## config.mk

```make
export PLATFORM = sky130hd
export DESIGN_NAME = sts_ctrl
export DESIGN_NICKNAME = d
export VERILOG_FILES = /design/src/sv/sts_pkg.sv /design/src/sv/sts_ctrl.sv
export SDC_FILE = /design/constraint.sdc
export NUM_CORES = 1
export LEC_CHECK = 0
export ABC_AREA = 0
export BUFFER_PORTS_ARGS = -buffer_cell sky130_fd_sc_hd__buf_4
export CAP_MARGIN = 40
export CELL_PAD_IN_SITES_DETAIL_PLACEMENT = 0
export CELL_PAD_IN_SITES_GLOBAL_PLACEMENT = 1
export CORE_MARGIN = 2
export CORE_UTILIZATION = 30
export CTS_CLUSTER_DIAMETER = 60
export DETAILED_ROUTE_END_ITERATION = 12
export PLACE_DENSITY_LB_ADDON = 0.1
export SETUP_SLACK_MARGIN = 0.4
export SLEW_MARGIN = 20
export SYNTH_ARGS = -nofsm -noshare
export SYNTH_HDL_FRONTEND = slang
export SYNTH_SLANG_ARGS = --single-unit
export TNS_END_PERCENT = 10
```

## constraint.sdc

```tcl
create_clock -name clk -period 2 [get_ports clk]
set_input_delay 0.5 -clock clk [delete_from_list [all_inputs] [get_ports clk]]
set_output_delay 0.5 -clock clk [all_outputs]
set_load 0.03 [all_outputs]
```

## src/sv/sts_pkg.sv

```systemverilog
// Shared types and constants for the sparse triangular solver.
// Used by sts_datapath, sts_ctrl and sparse_triangular_solve_top; no dependencies.
package sts_pkg;

  // Fixed field widths
  localparam int IDX_W  = 10;  // row / column index
  localparam int DATA_W = 32;  // Q(31-F).F values
  localparam int ACC_W  = 64;  // accumulator, 2F fraction bits

  // Default configuration
  localparam int DEF_MAX_ROWS  = 1024;
  localparam int DEF_FRAC_BITS = 16;

  // Divider steps: one quotient bit per cycle
  localparam int DIV_STEPS = ACC_W;
  localparam int CNT_W     = $clog2(DIV_STEPS);

  // Controller to datapath commands
  typedef struct packed {
    logic accept;    // latch the item, start store read
    logic mul_en;    // register coeff * solved entry
    logic acc_en;    // subtract product from partial sum
    logic prep;      // load divider operands
    logic div_step;  // one restoring division step
    logic finish;    // saturate, store, load output register
  } dp_cmd_t;

  // Datapath to controller status
  typedef struct packed {
    logic last;      // latched item closes its row
    logic den_zero;  // row divisor is zero
  } dp_status_t;

  // Remainder of a narrow index by a constant modulus below 2^IDX_W,
  // one compare-subtract per index bit.
  function automatic logic [IDX_W-1:0] idx_mod(input logic [IDX_W-1:0] value,
                                              input logic [IDX_W:0] modulus);
    logic [IDX_W:0] r;
    r = '0;
    for (int i = IDX_W - 1; i >= 0; i--) begin
      r = {r[IDX_W-1:0], value[i]};
      if (r >= modulus) begin
        r = r - modulus;
      end
    end
    return r[IDX_W-1:0];
  endfunction

endpackage

```

## src/sv/sts_ctrl.sv

```systemverilog
// Controller of the sparse triangular solver: item sequencing, divider step
// count and output valid. Depends on sts_pkg.
module sts_ctrl (
  input  logic                clk,
  input  logic                rst,
  input  logic                in_valid,
  output logic                in_stall,
  output logic                out_valid,
  input  logic                out_stall,
  output sts_pkg::dp_cmd_t    cmd,
  input  sts_pkg::dp_status_t status
);
  import sts_pkg::*;

  typedef enum logic [5:0] {
    ST_ACCEPT = 6'b000001,
    ST_FETCH  = 6'b000010,
    ST_ACC    = 6'b000100,
    ST_PREP   = 6'b001000,
    ST_DIV    = 6'b010000,
    ST_FIN    = 6'b100000
  } state_t;

  state_t            state;
  state_t            state_next;
  logic [CNT_W-1:0]  cnt;
  logic              div_done;
  logic              out_free;

  assign div_done = (cnt == CNT_W'(DIV_STEPS - 1));
  assign out_free = !out_valid || !out_stall;
  assign in_stall = (state != ST_ACCEPT);

  // Commands
  always_comb begin
    cmd          = '0;
    cmd.accept   = (state == ST_ACCEPT) && in_valid;
    cmd.mul_en   = (state == ST_FETCH);
    cmd.acc_en   = (state == ST_ACC);
    cmd.prep     = (state == ST_PREP);
    cmd.div_step = (state == ST_DIV);
    cmd.finish   = (state == ST_FIN) && out_free;
  end

  // Next state
  always_comb begin
    state_next = state;
    unique case (state)
      ST_ACCEPT: begin
        if (in_valid) state_next = ST_FETCH;
      end
      ST_FETCH: begin
        state_next = ST_ACC;
      end
      ST_ACC: begin
        state_next = status.last ? ST_PREP : ST_ACCEPT;
      end
      ST_PREP: begin
        state_next = status.den_zero ? ST_FIN : ST_DIV;
      end
      ST_DIV: begin
        if (div_done) state_next = ST_FIN;
      end
      ST_FIN: begin
        if (out_free) state_next = ST_ACCEPT;
      end
      default: begin
        state_next = ST_ACCEPT;
      end
    endcase
  end

  // State, step counter, output valid
  always_ff @(posedge clk) begin
    if (rst) begin
      state     <= ST_ACCEPT;
      cnt       <= '0;
      out_valid <= 1'b0;
    end else begin
      state <= state_next;
      if (state == ST_DIV) begin
        cnt <= div_done ? '0 : cnt + 1'b1;
      end
      if (cmd.finish) begin
        out_valid <= 1'b1;
      end else if (!out_stall) begin
        out_valid <= 1'b0;
      end
    end
  end

  // Checks
  a_fin_free: assert property (@(posedge clk) disable iff (rst)
    cmd.finish |-> out_free)
    else $error("result loaded over an untaken result");

  a_one_item: assert property (@(posedge clk) disable iff (rst)
    cmd.accept |=> in_stall)
    else $error("second item taken before the first was processed");

  a_fin_valid: assert property (@(posedge clk) disable iff (rst)
    cmd.finish |=> out_valid)
    else $error("finished row produced no result");

  a_cnt_idle: assert property (@(posedge clk) disable iff (rst)
    (state != ST_DIV) |-> (cnt == '0))
    else $error("divider step count left over");

  a_div_len: assert property (@(posedge clk) disable iff (rst)
    ((state == ST_DIV) && div_done) |-> $past(state == ST_DIV))
    else $error("division ended early");

endmodule

```

==> results_dict.tcl, run 1 <==
set metrics [dict create \
    initialDrtViolationCount 23 \
    dieHeight_um 51.9 \
    die_area_mm2 0.00269 \
    routedWlPerCell_um 13.2 \
    setup_viol 2 \
    clkLatencyLatePin_ns 0.28 \
    synth_edf_count 0 \
    highest_layer "met4" \
    rows 17 \
    synthToLayoutAreaGrowth_pct 35.5 \
    io_pins 14 \
    period_share_pct 102 \
    crit_arrival_ns 1.54 \
    async_reset_ff_share_pct 0 \
    hp-class "in -> reg" \
    clkTransAtPathRegs_ns 0.07 \
    cts_tree "yes" \
    power_density_mw_per_mm2 569 \
    avgViaCountPerCell 5.26 \
    antenna_found_initial 0 \
    multi_input_area_um2 454 \
    slew_headroom_pct 73.8 \
    p_leak_nw 0.386 \
    synthFlopType "dfxtp_1" \
    synth_area_um2 687 \
    fmax_ghz 0.491 \
    violations "setup timing" \
    worst_pin_slew_ns 0.393 \
    via_count 636 \
    met3WireLength_um 46 \
    critPathRequiredTime_ns 1.50 \
    ys_seq_elements 13 \
    synth_cell_type_count 33 \
    crit_type "reg -> out" \
    end_kind "primary output" \
    synth_compound_gate_area_share_pct 19.3 \
    ys_seq_area_share_pct 37.9 \
    syn_inst 75 \
    cts_buffers 3 \
    report.final.slew_viol_count 0 \
    cts-root-buf "clkbuf_4" \
    cp_max_fo 4 \
    skew_ns 0.0140 \
    ctsHoldBuffers 0 \
    initial_core_util_pct 31.4 \
    dp_slack_ns 0.205 \
    syn_nets 82 \
    yosys.area_share.adder_pct 1.82 \
    fin_setup_tns_ns -0.0716 \
    grt_pass1_wl_um 2750 \
    antenna_cells 0 \
    drive_gt1_share_pct 41.9 \
    rsz0062_at_grt "true" \
    final_nets 101 \
    place_area_um2 851 \
    antenna_left 0 \
    synth_area_per_cell_um2 9.16 \
    synth_top_family_by_area "simple AND/OR/NAND/NOR gates" \
    finalHoldViolCount 0 \
    seq_area_um2 269 \
    globalRouteOverflowTotal 0 \
    postLayoutSetupSlackWorst_ns -0.0369 \
    numPortBuffers 13 \
    synth_simple_gate_area_share_pct 30.2 \
    drcViolationCount 0 \
    whs_ns 0.484 \
    core-area_mm2 0.00219 \
    clkSinkCount 13 \
    grt_usage_pct 14.2 \
    drt_wl_total_um 1590 \
    ys_warn_count 0 \
    die_w_um 51.9 \
    cts_buffer_depth 2 \
    grt_max_degree 12 \
    setup.worst_path.start_class "register" \
    synthMuxAreaShare_pct 3.10 \
    drtPass1Iterations 4 \
    n_fill_cell 225 \
    status "complete, but fails checks" \
    wl_met2_um 729 \
    stdcell_area_um2 931 \
    gp_congestion 0.807 \
    ir_drop_uv 374 \
    finalCriticalPeriod_ns 2.04 \
    drt-met1-wl_um 795 \
    cap_violations 0 \
    first_global_vias 604 \
    htree_num_levels 1 \
    synthXorXnorAreaFrac_pct 3.83 \
    dp_hpwl_um 1170 \
]
-- critical path: stages (launching register included) --
cell and delay [ns]:
dfxtp_2 0.33, or4_4 0.57, nor3b_4 0.21, buf_6 0.16
-- cell families after synthesis --
family / Yosys count
simple gates: 33
mux: 2
fa+ha+maj: 1
compound gates: 18
flops: 13
xor+xnor: 3
buf+inv: 5
-- final cells by class --
type / instances / share of cell area (%)
clock buffer: 4 / 2.82
inverter: 3 / 1.21
multi-input combinational: 57 / 48.8
sequential: 13 / 28.9
tap: 28 / 3.76
timing repair buffer: 16 / 14.5
-- Yosys cell counts, drive strengths merged, types with 3 or more instances --
| master | count | area, um^2 |
|---|---|---|
| o21ai | 3 | 15.0 |
| nand2 | 5 | 18.8 |
| nor2 | 6 | 22.5 |
| inv | 3 | 11.3 |
| xor2 | 3 | 26.3 |
| nand3 | 6 | 30.0 |
| dfxtp | 13 | 260 |
| a21oi | 5 | 25.0 |
| and3 | 3 | 20.0 |
-- per-stage QoR --
step / cells / util (%) / power (mW)
floorplan: 75 / - / 0.340
global placement: 116 / 38.8 / 0.368
detailed placement: 116 / 38.8 / 0.367
CTS: 121 / 41.6 / 0.532
global route: 121 / 42.5 / 0.556
finish: 121 / 42.5 / 0.529
-- layer usage --
| layer | vias to the layer above | track usage (%) |
|---|---|---|
| met5 | - | 0 |
| li1 | 320 | - |
| met4 | 0 | 5.26 |
| met3 | 4 | 4.31 |
| met2 | 9 | 22.2 |
| met1 | 303 | 18.3 |
-- cell usage in the layout, fill, tap and decap left out, drive strengths merged --
cell type / netlist / layout
buf: 1 / 16
dfxtp: 13 / 13
nand3: 6 / 6
nor2: 6 / 6
nand2: 5 / 5
a21oi: 5 / 5
clkbuf: 1 / 4
inv: 3 / 3
xor2: 3 / 3
and3: 3 / 3
o21ai: 3 / 3
nor2b: 2 / 2
nor3b: 2 / 2
nand2b: 2 / 2
a311oi: 2 / 2
o211ai: 2 / 2
nor4: 2 / 2
and2: 2 / 2
nor3: 1 / 1
or4: 1 / 1
nor4b: 1 / 1
mux2i: 1 / 1
mux2: 1 / 1
a31oi: 1 / 1
o2111a: 1 / 1
a21o: 1 / 1
o211a: 1 / 1
a41oi: 1 / 1
a32oi: 1 / 1
ha: 1 / 1
-- registers in the layout, indices dropped and copies added, names as in the netlist --
signal,cells
cnt,6
out_valid,1
state,6
-- power breakdown --
group / switching [mW] / total [mW] / internal (mW)
Sequential: 0.0110 / 0.275 / 0.264
Combinational: 0.0486 / 0.0906 / 0.0420
Clock: 0.0862 / 0.163 / 0.0772
-- final timing paths --
kind / start / to / slack [ns] / depth (start not counted)
worst max-delay path: state[3] / cmd[3] / -0.04 / 3
worst max register to register: state[3] / state[0] / 0.41 / 5
worst min register to register: cnt[1] / cnt[1] / 0.53 / 2
worst min-delay path: rst / cnt[0] / 0.48 / 2
-- repair_timing --
| action | in CTS | in global routing |
|---|---|---|
| gates resized for setup | 12 | 5 |
| endpoints found under the setup margin | 9 | 11 |
| pin swaps | 4 | 5 |
| buffers inserted | 1 | 0 |
Power figures use the tool's default switching activity.
==> run 2, diff against run 1 <==
--- a/config.mk
+++ b/config.mk
@@ -8,13 +8,10 @@
 export ABC_AREA = 0
 export BUFFER_PORTS_ARGS = -buffer_cell sky130_fd_sc_hd__buf_4
 export CAP_MARGIN = 40
-export CELL_PAD_IN_SITES_DETAIL_PLACEMENT = 0
-export CELL_PAD_IN_SITES_GLOBAL_PLACEMENT = 1
 export CORE_MARGIN = 2
 export CORE_UTILIZATION = 30
 export CTS_CLUSTER_DIAMETER = 60
 export DETAILED_ROUTE_END_ITERATION = 12
-export PLACE_DENSITY_LB_ADDON = 0.1
 export SETUP_SLACK_MARGIN = 0.4
 export SLEW_MARGIN = 20
 export SYNTH_ARGS = -nofsm -noshare
==> results_dict.tcl, run 2 (synthesized netlist as in run 1, its figures left out) <==
set metrics [dict create \
    antenna_cells 0 \
    setup_viol 2 \
    fin_setup_tns_ns -0.116 \
    initial_core_util_pct 31.4 \
    power_mw 0.526 \
    antenna_found_initial 0 \
    crit_arrival_ns 1.56 \
    slew_headroom_pct 74.3 \
    report.final.slew_viol_count 0 \
    die_w_um 51.9 \
    largestRegisters "cnt x6, state x6, out_valid x1" \
    grt_pass1_wl_um 2390 \
    postLayoutSetupSlackWorst_ns -0.0630 \
    io_pins 14 \
    die_area_mm2 0.00269 \
    cts_buffer_depth 2 \
    end_kind "primary output" \
    skew_ns 0.000763 \
    finalCriticalPeriod_ns 2.06 \
    p_leak_nw 0.394 \
    crit_type "reg -> out" \
    routedWlPerCell_um 12.0 \
    via_count 632 \
    status "complete, but fails checks" \
    initialDrtViolationCount 11 \
    stdcell_area_um2 937 \
    drive_gt1_share_pct 41.7 \
    core-area_mm2 0.00219 \
    fmax_ghz 0.485 \
    cap_violations 0 \
    grt_usage_pct 12.1 \
    setup.worst_path.start_class "register" \
    avgViaCountPerCell 5.10 \
    cts_buffers 3 \
    cp-startpoint "state[3]" \
    grt_max_degree 12 \
    cts_tree "yes" \
    power_density_mw_per_mm2 562 \
    first_global_vias 569 \
    rows 17 \
    clkLatencyLatePin_ns 0.27 \
    numPortBuffers 13 \
    final_cell_mix "buf_4, dfxtp_1, nand3_1, nor2_1" \
    clkSinkCount 13 \
    whs_ns 0.476 \
    antenna_left 0 \
    ctsHoldBuffers 0 \
    final_util_pct 42.8 \
    dieHeight_um 51.9 \
    final_nets 104 \
    dp_cells 118 \
    htree_num_levels 1 \
    ir_drop_uv 203 \
    stdcell_count 124 \
    cp_max_fo 4 \
    n_fill_cell 222 \
    globalRouteOverflowTotal 0 \
    worst_pin_slew_ns 0.385 \
    drt_wl_total_um 1480 \
    clkTransAtPathRegs_ns 0.08 \
    rsz0062_at_grt "true" \
    worstReg2RegStart "state[3]" \
    cts-root-buf "clkbuf_4" \
    critPathRequiredTime_ns 1.50 \
    period_share_pct 103 \
    drcViolationCount 0 \
    dp_slack_ns 0.201 \
    reg2reg_to "state[0]" \
    finalHoldViolCount 0 \
    synthToLayoutAreaGrowth_pct 36.4 \
    hp-class "in -> reg" \
    drtPass1Iterations 4 \
    dp_hpwl_um 1130 \
    place_area_um2 866 \
    violations "setup timing" \
    r2r_slack_ns 0.44 \
    final_common_cell "buf_4" \
    endpoint "cmd[4]" \
    gp_congestion 0.805 \
    ff2ff_path_depth 5 \
]
[run 2: cell types whose count changed in the layout (fill, tap and decap cells not counted), sizes merged]
cell	before	now
buf	16	19
[run 2: how the worst min path moves through the flow]
stage                 from       end  slack, ns  depth (start not counted)
finish                 rst  state[4]       0.48                          2
global route           rst  state[4]       0.48                          2
CTS                    rst  state[4]       0.48                          2
detailed placement  cnt[1]    cnt[1]       0.52                          2
global placement    cnt[1]    cnt[1]       0.50                          2
floorplan           cnt[1]    cnt[1]       0.48                          2
[run 2: worst max-delay path, stage by stage (launching register included)]
cell	delay (ns)
dfxtp_2	0.34
or4_4	0.57
nor3b_4	0.23
buf_6	0.16
[run 2: metal layers]
layer | routed length (um) | up-vias | global-route usage (%)
li1 | - | 323 | -
met3 | 44 | 2 | 1.72
met2 | 702 | 11 | 18.1
met5 | 0 | - | 0
met4 | 19 | 0 | 7.89
met1 | 715 | 296 | 16.1
[run 2: final cells by class]
class | count | area, um^2 | area share [%]
Sequential cell | 13 | 269 | 28.7
Inverter | 3 | 11.3 | 1.20
Tap cell | 28 | 35.0 | 3.74
Timing Repair Buffer | 19 | 158 | 16.8
Clock buffer | 4 | 26.3 | 2.80
Multi-Input combinational cell | 57 | 438 | 46.7
[run 2: timing repair]
action,in CTS,in global routing
setup endpoints to repair,9,11
gates cloned,0,0
setup buffers,1,1
pin swaps,3,6
resized for setup,10,3
[run 2: power breakdown]
part / switching (mW) / internal (mW) / leakage, nW
Clock: 0.0847 / 0.0772 / 0.0150
Sequential: 0.0108 / 0.264 / 0.107
Combinational: 0.0473 / 0.0421 / 0.271
Total: 0.143 / 0.384 / 0.394
